$ cat config.mk
export PLATFORM = sky130hd
export DESIGN_NAME = priority_bitmap_task_scheduler_flat
export DESIGN_NICKNAME = d
export VERILOG_FILES = /design/src/hdl/pbts_pkg.sv /design/src/hdl/pbts_req_if.sv /design/src/hdl/pbts_rsp_if.sv /design/src/hdl/pbts_cfg_if.sv /design/src/hdl/priority_bitmap_task_scheduler.sv /design/src/flat_wrapper.sv
export SDC_FILE = /design/constraint.sdc
export NUM_CORES = 2
export LEC_CHECK = 0
export BUFFER_PORTS_ARGS = -buffer_cell sky130_fd_sc_hd__clkbuf_2
export CAP_MARGIN = 20
export CORE_MARGIN = 1
export CORE_UTILIZATION = 50
export CTS_CLUSTER_SIZE = 28
export DETAILED_ROUTE_END_ITERATION = 8
export MAX_ROUTING_LAYER = met4
export PLACE_DENSITY = 0.74
export SYNTH_ARGS = -nofsm -noshare
export SYNTH_HDL_FRONTEND = slang
export SYNTH_SLANG_ARGS = --single-unit
$ cat constraint.sdc
create_clock -name clk -period 27.5 [get_ports clk]
set_input_delay 4.125 -clock clk [delete_from_list [all_inputs] [get_ports clk]]
set_output_delay 4.125 -clock clk [all_outputs]
set_load 0.01 [all_outputs]
$ cat src/hdl/pbts_pkg.sv
// Shared types, codes and defaults of the priority bitmap task scheduler.
package pbts_pkg;

    localparam int NUM_TASKS_DEF  = 16;
    localparam int NUM_LEVELS_DEF = 32;

    localparam int CMD_W     = 3;
    localparam int TASK_W    = 4;
    localparam int LEVEL_W   = 5;
    localparam int COUNT_W   = 32;
    localparam int MASK_W    = 32;
    localparam int SLICE_W   = 16;
    localparam int CFG_IDX_W = 2;
    localparam int CFG_DAT_W = 16;

    localparam logic [SLICE_W-1:0] SLICE_RELOAD_RST = SLICE_W'(10);
    localparam logic [LEVEL_W-1:0] IDLE_LEVEL_RST   = '0;

    typedef enum logic [CMD_W-1:0] {
        CMD_ADD      = 3'd0,
        CMD_REMOVE   = 3'd1,
        CMD_REQUEUE  = 3'd2,
        CMD_ROTATE   = 3'd3,
        CMD_SCHEDULE = 3'd4,
        CMD_TICK     = 3'd5,
        CMD_PREEMPT  = 3'd6
    } cmd_t;

    typedef enum logic [CFG_IDX_W-1:0] {
        REG_SLICE_RELOAD = 2'd0,
        REG_IDLE_LEVEL   = 2'd1
    } reg_idx_t;

    localparam logic STATUS_DONE    = 1'b0;
    localparam logic STATUS_IGNORED = 1'b1;

endpackage

$ cat src/hdl/pbts_req_if.sv
// Command channel of the scheduler: one item per command.
interface pbts_req_if;
    import pbts_pkg::*;

    logic               valid;
    logic               ready;
    logic [CMD_W-1:0]   cmd;
    logic [TASK_W-1:0]  task_id;
    logic [LEVEL_W-1:0] level;

    modport source (output valid, output cmd, output task_id, output level, input ready);
    modport sink   (input valid, input cmd, input task_id, input level, output ready);
endinterface

$ cat src/hdl/pbts_rsp_if.sv
// Result channel of the scheduler: one item per command.
interface pbts_rsp_if;
    import pbts_pkg::*;

    logic               valid;
    logic               ready;
    logic               status;
    logic [TASK_W-1:0]  cur_task;
    logic               cur_valid;
    logic               resched_req;
    logic               switched;
    logic [MASK_W-1:0]  ready_mask;
    logic [COUNT_W-1:0] tick_total;
    logic [COUNT_W-1:0] tick_idle;
    logic [COUNT_W-1:0] switch_total;

    modport source (
        output valid, output status, output cur_task, output cur_valid,
        output resched_req, output switched, output ready_mask,
        output tick_total, output tick_idle, output switch_total,
        input ready
    );
    modport sink (
        input valid, input status, input cur_task, input cur_valid,
        input resched_req, input switched, input ready_mask,
        input tick_total, input tick_idle, input switch_total,
        output ready
    );
endinterface

$ cat src/hdl/pbts_cfg_if.sv
// Configuration write channel of the scheduler.
interface pbts_cfg_if;
    import pbts_pkg::*;

    logic                 valid;
    logic                 ready;
    logic [CFG_IDX_W-1:0] index;
    logic [CFG_DAT_W-1:0] data;

    modport source (output valid, output index, output data, input ready);
    modport sink   (input valid, input index, input data, output ready);
endinterface

$ cat src/hdl/priority_bitmap_task_scheduler.sv
// Hardware ready-queue scheduler: per-level task FIFOs, level bitmap, tick and switch counters.
//
// Each command item is captured in an input register, fully evaluated by one pass of
// combinational logic against the scheduler state, and its result lands in the result
// register when that register advances. A result therefore passes through the input register
// and then the result register, where it waits until taken. While the result side
// keeps taking results, one command is accepted every cycle. The result register is the
// only thing that can throttle the rate: while a finished result waits, the input register
// still takes one more command, and further commands wait until the result is taken.
// Task links, queue heads and tails live in flip-flop tables that are only read for queued
// tasks and non-empty levels, so they need no clearing after reset. Configuration writes
// are taken every cycle and must only arrive while no command is in flight.
module priority_bitmap_task_scheduler #(
    parameter int NUM_TASKS  = pbts_pkg::NUM_TASKS_DEF,
    parameter int NUM_LEVELS = pbts_pkg::NUM_LEVELS_DEF
) (
    input  logic       clk,
    input  logic       rst_n,
    pbts_req_if.sink   req,
    pbts_rsp_if.source rsp,
    pbts_cfg_if.sink   cfg
);
    import pbts_pkg::*;

    localparam int TW = $clog2(NUM_TASKS);
    localparam int LW = $clog2(NUM_LEVELS);

    typedef logic [TW-1:0] tid_t;
    typedef logic [LW-1:0] lvl_t;

    // Input register
    logic               st_vld_reg;
    logic [CMD_W-1:0]   st_cmd_reg;
    logic [TASK_W-1:0]  st_task_reg;
    logic [LEVEL_W-1:0] st_level_reg;

    // Configuration
    logic [SLICE_W-1:0] slice_reload_reg;
    logic [LEVEL_W-1:0] idle_level_reg;

    // Scheduler state
    lvl_t               task_level_reg  [NUM_TASKS];
    lvl_t               task_level_next [NUM_TASKS];
    logic [NUM_TASKS-1:0] task_queued_reg, task_queued_next;
    tid_t               nxt_link_reg  [NUM_TASKS];
    tid_t               nxt_link_next [NUM_TASKS];
    tid_t               prv_link_reg  [NUM_TASKS];
    tid_t               prv_link_next [NUM_TASKS];
    tid_t               head_reg  [NUM_LEVELS];
    tid_t               head_next [NUM_LEVELS];
    tid_t               tail_reg  [NUM_LEVELS];
    tid_t               tail_next [NUM_LEVELS];
    logic [NUM_LEVELS-1:0] level_mask_reg, level_mask_next;
    tid_t               running_task_reg, running_task_next;
    logic               running_valid_reg, running_valid_next;
    logic [SLICE_W-1:0] slice_left_reg  [NUM_TASKS];
    logic [SLICE_W-1:0] slice_left_next [NUM_TASKS];
    logic [COUNT_W-1:0] total_reg, total_next;
    logic [COUNT_W-1:0] idle_reg, idle_next;
    logic [COUNT_W-1:0] switch_reg, switch_next;

    // Result register
    logic               rsp_vld_reg;
    logic               rsp_status_reg, status_next;
    logic               rsp_resched_reg, resched_next;
    logic               rsp_switched_reg, switched_next;

    // Decode and datapath helpers
    logic               fire, adv;
    logic               args_ok;
    tid_t               t, r, top_task;
    lvl_t               lv, r_lvl, top_lvl, ul_lvl;
    logic               top_found, can_rotate, slice_exp;
    logic [SLICE_W-1:0] slice_dec;
    logic               do_unlink, set_level, do_append;
    tid_t               ul_t, app_t, ul_p, ul_n, app_tl;
    lvl_t               app_lv;
    logic               is_head, is_tail;

    // The result register advances when empty or being taken.
    assign adv       = !rsp_vld_reg || rsp.ready;
    assign fire      = st_vld_reg && adv;
    assign req.ready = !st_vld_reg || adv;
    assign cfg.ready = 1'b1;

    always_comb
    begin
        task_level_next    = task_level_reg;
        task_queued_next   = task_queued_reg;
        nxt_link_next      = nxt_link_reg;
        prv_link_next      = prv_link_reg;
        head_next          = head_reg;
        tail_next          = tail_reg;
        level_mask_next    = level_mask_reg;
        running_task_next  = running_task_reg;
        running_valid_next = running_valid_reg;
        slice_left_next    = slice_left_reg;
        total_next         = total_reg;
        idle_next          = idle_reg;
        switch_next        = switch_reg;
        status_next        = STATUS_DONE;
        resched_next       = 1'b0;
        switched_next      = 1'b0;

        args_ok = (32'(st_task_reg) < NUM_TASKS) && (32'(st_level_reg) < NUM_LEVELS);
        t       = tid_t'(st_task_reg);
        lv      = lvl_t'(st_level_reg);
        r       = running_task_reg;
        r_lvl   = task_level_reg[r];

        // Highest non-empty level wins.
        top_found = |level_mask_reg;
        top_lvl   = '0;
        for (int i = 0; i < NUM_LEVELS; i++)
        begin
            if (level_mask_reg[i])
            begin
                top_lvl = lvl_t'(i);
            end
        end
        top_task = head_reg[top_lvl];

        can_rotate = running_valid_reg && task_queued_reg[r] &&
                     (head_reg[r_lvl] != tail_reg[r_lvl]);
        slice_dec  = slice_left_reg[r] - SLICE_W'(slice_left_reg[r] != '0);
        slice_exp  = (slice_dec == '0);

        do_unlink = 1'b0;
        set_level = 1'b0;
        do_append = 1'b0;
        ul_t      = t;
        app_t     = t;
        app_lv    = lv;

        unique case (cmd_t'(st_cmd_reg))
            CMD_ADD:
            begin
                if (!args_ok || task_queued_reg[t])
                begin
                    status_next = STATUS_IGNORED;
                end
                else
                begin
                    set_level = 1'b1;
                    do_append = 1'b1;
                end
            end
            CMD_REMOVE:
            begin
                if ((32'(st_task_reg) >= NUM_TASKS) || !task_queued_reg[t])
                begin
                    status_next = STATUS_IGNORED;
                end
                else
                begin
                    do_unlink = 1'b1;
                end
            end
            CMD_REQUEUE:
            begin
                if (!args_ok)
                begin
                    status_next = STATUS_IGNORED;
                end
                else if (!task_queued_reg[t])
                begin
                    // Priority change sticks even though nothing is queued.
                    set_level   = 1'b1;
                    status_next = STATUS_IGNORED;
                end
                else
                begin
                    do_unlink = 1'b1;
                    set_level = 1'b1;
                    do_append = 1'b1;
                end
            end
            CMD_ROTATE:
            begin
                ul_t   = r;
                app_t  = r;
                app_lv = r_lvl;
                if (can_rotate)
                begin
                    do_unlink = 1'b1;
                    do_append = 1'b1;
                end
            end
            CMD_SCHEDULE:
            begin
                if ((top_found != running_valid_reg) || (top_found && (top_task != r)))
                begin
                    switched_next = 1'b1;
                    switch_next   = switch_reg + 1'b1;
                end
                running_valid_next = top_found;
                running_task_next  = top_found ? top_task : '0;
            end
            CMD_TICK:
            begin
                total_next = total_reg + 1'b1;
                ul_t       = r;
                app_t      = r;
                app_lv     = r_lvl;
                if (running_valid_reg)
                begin
                    if (32'(r_lvl) == 32'(idle_level_reg))
                    begin
                        idle_next = idle_reg + 1'b1;
                    end
                    slice_left_next[r] = slice_exp ? slice_reload_reg : slice_dec;
                    if (slice_exp)
                    begin
                        resched_next = 1'b1;
                        if (can_rotate)
                        begin
                            do_unlink = 1'b1;
                            do_append = 1'b1;
                        end
                    end
                end
            end
            CMD_PREEMPT:
            begin
                if (top_found && !(running_valid_reg && (top_task == r)) &&
                    (!running_valid_reg || (task_level_reg[top_task] > r_lvl)))
                begin
                    resched_next = 1'b1;
                end
            end
            default:
            begin
                status_next = STATUS_IGNORED;
            end
        endcase

        // Unlink from the task's current level.
        ul_lvl  = task_level_reg[ul_t];
        is_head = (head_reg[ul_lvl] == ul_t);
        is_tail = (tail_reg[ul_lvl] == ul_t);
        ul_p    = prv_link_reg[ul_t];
        ul_n    = nxt_link_reg[ul_t];
        if (do_unlink)
        begin
            if (is_head && is_tail)
            begin
                level_mask_next[ul_lvl] = 1'b0;
            end
            else if (is_head)
            begin
                head_next[ul_lvl] = ul_n;
            end
            else if (is_tail)
            begin
                tail_next[ul_lvl]   = ul_p;
                nxt_link_next[ul_p] = ul_p;
            end
            else
            begin
                nxt_link_next[ul_p] = ul_n;
                prv_link_next[ul_n] = ul_p;
            end
            task_queued_next[ul_t] = 1'b0;
        end

        if (set_level)
        begin
            task_level_next[t] = lv;
        end

        // Append at the tail, seeing the effect of the unlink above.
        app_tl = tail_next[app_lv];
        if (do_append)
        begin
            if (level_mask_next[app_lv])
            begin
                nxt_link_next[app_tl] = app_t;
                prv_link_next[app_t]  = app_tl;
            end
            else
            begin
                head_next[app_lv]    = app_t;
                prv_link_next[app_t] = app_t;
            end
            nxt_link_next[app_t]    = app_t;
            tail_next[app_lv]       = app_t;
            level_mask_next[app_lv] = 1'b1;
            task_queued_next[app_t] = 1'b1;
        end
    end

    // Handshake control and cleared state.
    always_ff @(posedge clk or negedge rst_n)
    begin
        if (!rst_n)
        begin
            st_vld_reg        <= 1'b0;
            rsp_vld_reg       <= 1'b0;
            slice_reload_reg  <= SLICE_RELOAD_RST;
            idle_level_reg    <= IDLE_LEVEL_RST;
            task_queued_reg   <= '0;
            level_mask_reg    <= '0;
            running_task_reg  <= '0;
            running_valid_reg <= 1'b0;
            total_reg         <= '0;
            idle_reg          <= '0;
            switch_reg        <= '0;
            for (int i = 0; i < NUM_TASKS; i++)
            begin
                task_level_reg[i] <= '0;
                slice_left_reg[i] <= '0;
            end
        end
        else
        begin
            st_vld_reg  <= (req.valid && req.ready) || (st_vld_reg && !adv);
            rsp_vld_reg <= fire || (rsp_vld_reg && !rsp.ready);
            if (cfg.valid)
            begin
                unique case (reg_idx_t'(cfg.index))
                    REG_SLICE_RELOAD: slice_reload_reg <= cfg.data[SLICE_W-1:0];
                    REG_IDLE_LEVEL:   idle_level_reg   <= cfg.data[LEVEL_W-1:0];
                    default:
                    begin
                    end
                endcase
            end
            if (fire)
            begin
                task_queued_reg   <= task_queued_next;
                level_mask_reg    <= level_mask_next;
                running_task_reg  <= running_task_next;
                running_valid_reg <= running_valid_next;
                total_reg         <= total_next;
                idle_reg          <= idle_next;
                switch_reg        <= switch_next;
                task_level_reg    <= task_level_next;
                slice_left_reg    <= slice_left_next;
            end
        end
    end

    // Payload registers: command capture, link tables and result fields.
    always_ff @(posedge clk)
    begin
        if (req.valid && req.ready)
        begin
            st_cmd_reg   <= req.cmd;
            st_task_reg  <= req.task_id;
            st_level_reg <= req.level;
        end
        if (fire)
        begin
            nxt_link_reg     <= nxt_link_next;
            prv_link_reg     <= prv_link_next;
            head_reg         <= head_next;
            tail_reg         <= tail_next;
            rsp_status_reg   <= status_next;
            rsp_resched_reg  <= resched_next;
            rsp_switched_reg <= switched_next;
        end
    end

    // The counters and running task are held in state; show them straight from there.
    assign rsp.valid        = rsp_vld_reg;
    assign rsp.status       = rsp_status_reg;
    assign rsp.resched_req  = rsp_resched_reg;
    assign rsp.switched     = rsp_switched_reg;
    assign rsp.cur_task     = TASK_W'(running_task_reg);
    assign rsp.cur_valid    = running_valid_reg;
    assign rsp.ready_mask   = MASK_W'(level_mask_reg);
    assign rsp.tick_total   = total_reg;
    assign rsp.tick_idle    = idle_reg;
    assign rsp.switch_total = switch_reg;

    a_idle_task_zero: assert property (@(posedge clk) disable iff (!rst_n)
        rsp.valid && !rsp.cur_valid |-> rsp.cur_task == '0)
        else $error("running task number nonzero with no running task");

    a_mask_needs_queued: assert property (@(posedge clk) disable iff (!rst_n)
        $countones(task_queued_reg) == 0 |-> level_mask_reg == '0)
        else $error("level marked non-empty with no queued task");

    a_switch_counted: assert property (@(posedge clk) disable iff (!rst_n)
        fire && switched_next |=> switch_reg == $past(switch_reg) + 1'b1)
        else $error("task switch not counted");

    a_tick_counted: assert property (@(posedge clk) disable iff (!rst_n)
        fire && (st_cmd_reg == CMD_TICK) |=> total_reg == $past(total_reg) + 1'b1)
        else $error("tick not counted");

    a_stall_only_on_full: assert property (@(posedge clk) disable iff (!rst_n)
        !req.ready |-> st_vld_reg && rsp.valid && !rsp.ready)
        else $error("command held off without a stalled result");

endmodule
$ cat src/flat_wrapper.sv
// flat-port wrapper written by rule: the top's interface ports become plain ports
module priority_bitmap_task_scheduler_flat import pbts_pkg::*;
#(
    parameter int NUM_TASKS  = pbts_pkg::NUM_TASKS_DEF,
    parameter int NUM_LEVELS = pbts_pkg::NUM_LEVELS_DEF
)
  (clk, rst_n, req_valid, req_cmd, req_task_id, req_level, req_ready, rsp_valid, rsp_status, rsp_cur_task, rsp_cur_valid, rsp_resched_req, rsp_switched, rsp_ready_mask, rsp_tick_total, rsp_tick_idle, rsp_switch_total, rsp_ready, cfg_valid, cfg_index, cfg_data, cfg_ready);
  pbts_req_if req_i ();
  pbts_rsp_if rsp_i ();
  pbts_cfg_if cfg_i ();
  input  logic clk;
  input  logic rst_n;
  input wire logic [$bits(req_i.valid)-1:0] req_valid;
  input wire logic [$bits(req_i.cmd)-1:0] req_cmd;
  input wire logic [$bits(req_i.task_id)-1:0] req_task_id;
  input wire logic [$bits(req_i.level)-1:0] req_level;
  output wire logic [$bits(req_i.ready)-1:0] req_ready;
  output wire logic [$bits(rsp_i.valid)-1:0] rsp_valid;
  output wire logic [$bits(rsp_i.status)-1:0] rsp_status;
  output wire logic [$bits(rsp_i.cur_task)-1:0] rsp_cur_task;
  output wire logic [$bits(rsp_i.cur_valid)-1:0] rsp_cur_valid;
  output wire logic [$bits(rsp_i.resched_req)-1:0] rsp_resched_req;
  output wire logic [$bits(rsp_i.switched)-1:0] rsp_switched;
  output wire logic [$bits(rsp_i.ready_mask)-1:0] rsp_ready_mask;
  output wire logic [$bits(rsp_i.tick_total)-1:0] rsp_tick_total;
  output wire logic [$bits(rsp_i.tick_idle)-1:0] rsp_tick_idle;
  output wire logic [$bits(rsp_i.switch_total)-1:0] rsp_switch_total;
  input wire logic [$bits(rsp_i.ready)-1:0] rsp_ready;
  input wire logic [$bits(cfg_i.valid)-1:0] cfg_valid;
  input wire logic [$bits(cfg_i.index)-1:0] cfg_index;
  input wire logic [$bits(cfg_i.data)-1:0] cfg_data;
  output wire logic [$bits(cfg_i.ready)-1:0] cfg_ready;
  assign req_i.valid = req_valid;
  assign req_i.cmd = req_cmd;
  assign req_i.task_id = req_task_id;
  assign req_i.level = req_level;
  assign req_ready = req_i.ready;
  assign rsp_valid = rsp_i.valid;
  assign rsp_status = rsp_i.status;
  assign rsp_cur_task = rsp_i.cur_task;
  assign rsp_cur_valid = rsp_i.cur_valid;
  assign rsp_resched_req = rsp_i.resched_req;
  assign rsp_switched = rsp_i.switched;
  assign rsp_ready_mask = rsp_i.ready_mask;
  assign rsp_tick_total = rsp_i.tick_total;
  assign rsp_tick_idle = rsp_i.tick_idle;
  assign rsp_switch_total = rsp_i.switch_total;
  assign rsp_i.ready = rsp_ready;
  assign cfg_i.valid = cfg_valid;
  assign cfg_i.index = cfg_index;
  assign cfg_i.data = cfg_data;
  assign cfg_ready = cfg_i.ready;
  priority_bitmap_task_scheduler #(.NUM_TASKS(NUM_TASKS), .NUM_LEVELS(NUM_LEVELS)) u_core (.clk(clk), .rst_n(rst_n), .req(req_i), .rsp(rsp_i), .cfg(cfg_i));
endmodule
# After elaboration in Yosys (flattened, before gate mapping)
# Index checks and enable logic that the tools add are counted.
# W data, S select, Z words.
# classes
addsub,4
magnitude_cmp,28
n_eq_ne,14
mux,154
n_bitwise,17
reduce_logical,50
# ops
cell,count
$mux W128,10
$mux W64,13
$bwmux W128,4
$bwmux W64,7
$bwmux W256,1
$mux W5,38
$bmux W4 S5,6
$add A32 B1 Y32 const B,3
$mux W16,6
$mux W32,3
$mux W4,24
$bwmux W80,1
$bmux W16 S4,1
$demux W16 S4,1
$demux W4 S4,4
$bmux W5 S4,3
$demux W4 S5,2
$ge A5 B5 Y1 const B,7
$not A4 Y5,7
$and A32 B32 Y32,1
$bmux W4 S4,2
$not A32 Y32,1
$or A32 B32 Y32,1
$reduce_or A32 Y1,1
42 further kinds,120
# totals
reg_bits,907
input_bits,35
elab_cells,412

# Logic depth before layout (Yosys ltp)
# logic_depth
depth_word,44
mapped_depth,38

# Least setup slack after synthesis
# OpenSTA, ideal clock, no wires.
# synth_timing
path_kind,input-to-reg
from,in rsp_ready
to,"reg u_core.head_reg[0] in the netlist's numbering, enable pin"
setup_time_ns,3.180
arrival_time_ns,11.793
required_ns,24.320
path_slack_ns,12.527
stages,4
n_path_buf,1
cell_sequence,nand2b_1 > nand2_1 > clkbuf_1 > clkinv_1
# synth_between
elab_chain_cells,2
# synth_rtl
item,line,text
start: declaration,flat_wrapper.sv:28,input wire logic [$bits(rsp_i.ready)-1:0] rsp_ready;
$logic_or A1 B1 Y1,priority_bitmap_task_scheduler.sv:81,assign adv = !rsp_vld_reg || rsp.ready;
$logic_and A1 B1 Y1,priority_bitmap_task_scheduler.sv:82,assign fire = st_vld_reg && adv;
net u_core.fire,priority_bitmap_task_scheduler.sv:69,"logic fire, adv;"
end signal: assignment,priority_bitmap_task_scheduler.sv:356,head_reg <= head_next;
end: declaration,priority_bitmap_task_scheduler.sv:49,tid_t head_reg [NUM_LEVELS];
# The timed path passes the listed nets, and every way through them passes these cells.
# A chain may end at the register's enable or synchronous reset.

==> results <==
- The flow ran to the end, but the final reports show violations.
- The checks that failed: DRC.
- The violation count after the first detailed-route iteration is 7,955.
- The critical path is of the reg2reg type.
- In this run the remaining antenna-violating nets after routing total 0.
- The clock arrives with 56.1 ps of skew.
- The maximum fanout along the worst path is 67.
- After clock tree synthesis, the clock-pin slew on the worst setup and hold paths is 60 ps.
- The floorplan step defined a core boundary enclosing 114,000 um^2.
- The final setup violation count is 0.
- STA classifies the critical path startpoint as a flip-flop.
- The net count after synthesis is 5,613.
- Ranked by total cell area, the synthesized netlist is headed by sky130_fd_sc_hd__dfrtp_1 (22%), sky130_fd_sc_hd__edfxtp_1 (21%), sky130_fd_sc_hd__mux2i_1 (11%).
- The first global-routing pass estimated 327,000 um of wire.
- The cell count after placement is 6,971.
- The area of the die is 117,000 um^2.
- In this run, synthesis inferred 399 flip-flops with an integrated enable.
- The fraction of final layout cells with drive strength greater than 1 is 19.5%.
- For this run, the slowest stage of the critical path takes 940 ps.
- In this run the deepest clock path goes through 3 buffers.
- The total global routing track utilization is 39.0%.
- Summed over all cells, the static leakage comes to 26.4 nW.
- The clock net in this run drives a total of 907 sinks.
- 174 I/O pins were placed.
- The count of buffers added on input and output ports is 172.
- The share of the synthesized area in the top cell type is 22.0%.
- The mapped netlist covers 57,700 um^2.
- Yosys printed 0 warnings.
- The depth of the CTS H-tree is 3.
- The net count reported at finish is 5,615.
- The height of the die is 342 um.
- The area overhead of the layout relative to synthesis is 10.5%.
- The path type of the worst min-delay path is reg2reg.
- VDD sags by at most 0.127 mV.
- After technology mapping, the gate count stands at 5,568.
- The setup slack after placement is 15,640 ps.
- The layout has 9,894 filler cells.
- The share of the Yosys chip area taken by registers is 42.8%.
- The most repeated library cell on the critical path is sky130_fd_sc_hd__buf_4.
- The starting utilization of the core area is 50.4%.
- For this run, design rule violations remaining after detail routing come to 2.
- The worst slew margin relative to its limit is 14.6%.
- The max-capacitance violation count is 0.
- The total wirelength of the detailed-routed design is 225,000 um.
- The pin count of the biggest net entering global routing is 185.
- The row count is 124.
- The final hold violation count is 0.
- The post-synthesis async set-or-reset flop share is 56.0%.
- In the layout the commonest cells are sky130_fd_sc_hd__mux2i_1 (638), sky130_fd_sc_hd__nand2_1 (630), sky130_fd_sc_hd__dfrtp_1 (502).
- In the finished design, the share of the clock period the worst path needs comes to 44.7%.
- The setup fix buffers added after clock tree synthesis is 0.
- The quantity of hold-fixing buffers added after cts is 0.
- In the final routed layout, each cell accounts on average for 31.3 um.
- For the worst-skew pair, the clock arrives at the later sink with an insertion delay of 770 ps.
- The die span in x is 342 um.
- The synthesized area per cell is 10.4 um^2.
- The total via count after detailed routing is 50,200.
- The remaining global-route overflow is 0.
- The slowest stage of the critical path belongs to the cell sky130_fd_sc_hd__o311ai_1.
- The number of antenna violations at the first check in global routing is 5.
- The CTS buffer count is 101.
- At the pin with the least slew margin, the transition time is 1270 ps.
- For the finished layout, the period the worst path requires is 12,300 ps.
- The half-perimeter wire length after placement is 151,000 um.
- The distinct cell type count of the synthesized netlist is 101.
- Leaving out filler cells and counting taps, the final layout contains 7,170.
- At the end of routability-driven placement, the weighted congestion stood at 1.09.
- The number of slew-limit violations in the final report is 0.
- The number of flip-flops in the largest register is 256.
- TritonCTS built the clock tree.
- The data required time of the worst path is 28,000 ps.
- The number of detailed-route iterations in the first pass is 9.
- Setup total negative slack on the finished layout was measured at 0 ps.
- The fmax is 81.3 MHz.
- Setup slack closes at 15,200 ps.
- The worst hold margin is 475 ps.
- The number of synthesized register bits is 907.
- Once the clock tree was built, the resizer swapped 0 gates to a different size.
- The synthesized design spends more area on one cell type than any other, namely sky130_fd_sc_hd__dfrtp_1.
- In the routed layout, each cell is associated on average with a via count of 7.01.
- The number of global-route vias before repair is 47,900.
- The most common cell after layout, fill and taps aside is sky130_fd_sc_hd__mux2i_1.
- The dominant register cell in the synthesized netlist is sky130_fd_sc_hd__dfrtp_1.
- The category of the worst setup path capture point is a flip-flop.
- The data arrival time at the worst-slack endpoint is 12,790 ps.
- The power density of the placed cells is 108 nW/um^2.
- The CTS root buffer is sky130_fd_sc_hd__clkbuf_16.
- Setup repair after global routing left no endpoint under its margin.
[kinds of logic after synthesis]
kind of cell	count (synthesis)	share of synthesized area, %
AND/OR/NAND/NOR	1702	13.9
AO/OA/AOI/OAI	1181	13.0
multiplexers	1131	24.5
flip-flops	907	42.8
buffers and inverters	516	3.71
XOR/XNOR	120	1.82
adder cells (fa/ha/maj)	10	0.217
other	1	0.00650
[layout make-up]
cell class,instances,area [um^2],area share [%]
clock inverter,52,596,0.934
antenna,3,7.51,0.0118
sequential,907,24700,38.8
inverter,80,310,0.487
tap,1512,1890,2.97
timing repair buffer,335,2160,3.39
clock buffer,136,2870,4.51
multi-input combinational,4145,31200,48.9
[worst paths after layout]
| kind | from | endpoint | slack, ps | depth (start not counted) |
|---|---|---|---|---|
| max in group asynchronous | rst_n | u_core.rsp.ready_mask[31] | 21450 | 3 |
| min in group asynchronous | rst_n | u_core.slice_left_reg[104] | 3460 | 1 |
| worst min-delay path | u_core.rsp.tick_idle[31] | u_core.rsp.tick_idle[31] | 480 | 1 |
| worst max register to register | u_core.rsp.cur_task[1] | u_core.nxt_link_reg[15] | 15200 | 29 |
| worst max-delay path | u_core.rsp.cur_task[1] | u_core.nxt_link_reg[15] | 15200 | 29 |
| worst min register to register | u_core.rsp.tick_idle[31] | u_core.rsp.tick_idle[31] | 480 | 1 |
[layer usage]
metal	up-vias	GRT usage, %	part of all wire, %
li1	21000	-	-
met5	-	-	0
met3	910	11.2	13
met1	24500	50.1	38
met2	3823	55.6	43
met4	0	20.3	6.2
[cells in the mapped netlist (40+ instances only)]
master,number
sky130_fd_sc_hd__nor4_1,66
sky130_fd_sc_hd__nor2_1,506
sky130_fd_sc_hd__xor2_1,40
sky130_fd_sc_hd__nand4_1,70
sky130_fd_sc_hd__nand3_1,137
sky130_fd_sc_hd__a21oi_1,403
sky130_fd_sc_hd__dfrtp_1,506
sky130_fd_sc_hd__mux4_2,198
sky130_fd_sc_hd__o211ai_1,109
sky130_fd_sc_hd__nand2_1,632
sky130_fd_sc_hd__inv_1,72
sky130_fd_sc_hd__mux2_2,274
sky130_fd_sc_hd__mux2i_1,645
sky130_fd_sc_hd__nor3_1,75
sky130_fd_sc_hd__buf_2,53
sky130_fd_sc_hd__edfxtp_1,399
sky130_fd_sc_hd__o21ai_0,266
sky130_fd_sc_hd__clkbuf_1,326
sky130_fd_sc_hd__a31oi_1,40
sky130_fd_sc_hd__xnor2_1,80
[report_power, final]
group	internal, mW	total [mW]	switching (mW)
clock	0.814	1.43	0.618
sequential	1.59	1.79	0.194
combinational	1.19	3.68	2.49
total	3.60	6.90	3.30
[per-stage QoR]
step           area (um^2)  utilization (%)  total power [mW]
5_1_grt              63700             55.7              7.10
6_report             63700             55.7              6.90
3_5_place_dp         60200             52.6              5.27
4_1_cts              63600             55.7              6.70
2_1_floorplan        57700                -              4.07
3_3_place_gp         60100             52.6              5.22
[critical path, delay by kind of cell, from the launching register on]
family | cells | cell delay, ps
compound gates | 9 | 2910
fa+ha+maj | 2 | 520
buf+inv | 3 | 1620
flops | 1 | 760
mux | 4 | 1740
simple gates | 11 | 4330
Note: power is estimated with default switching activity, not from simulation.
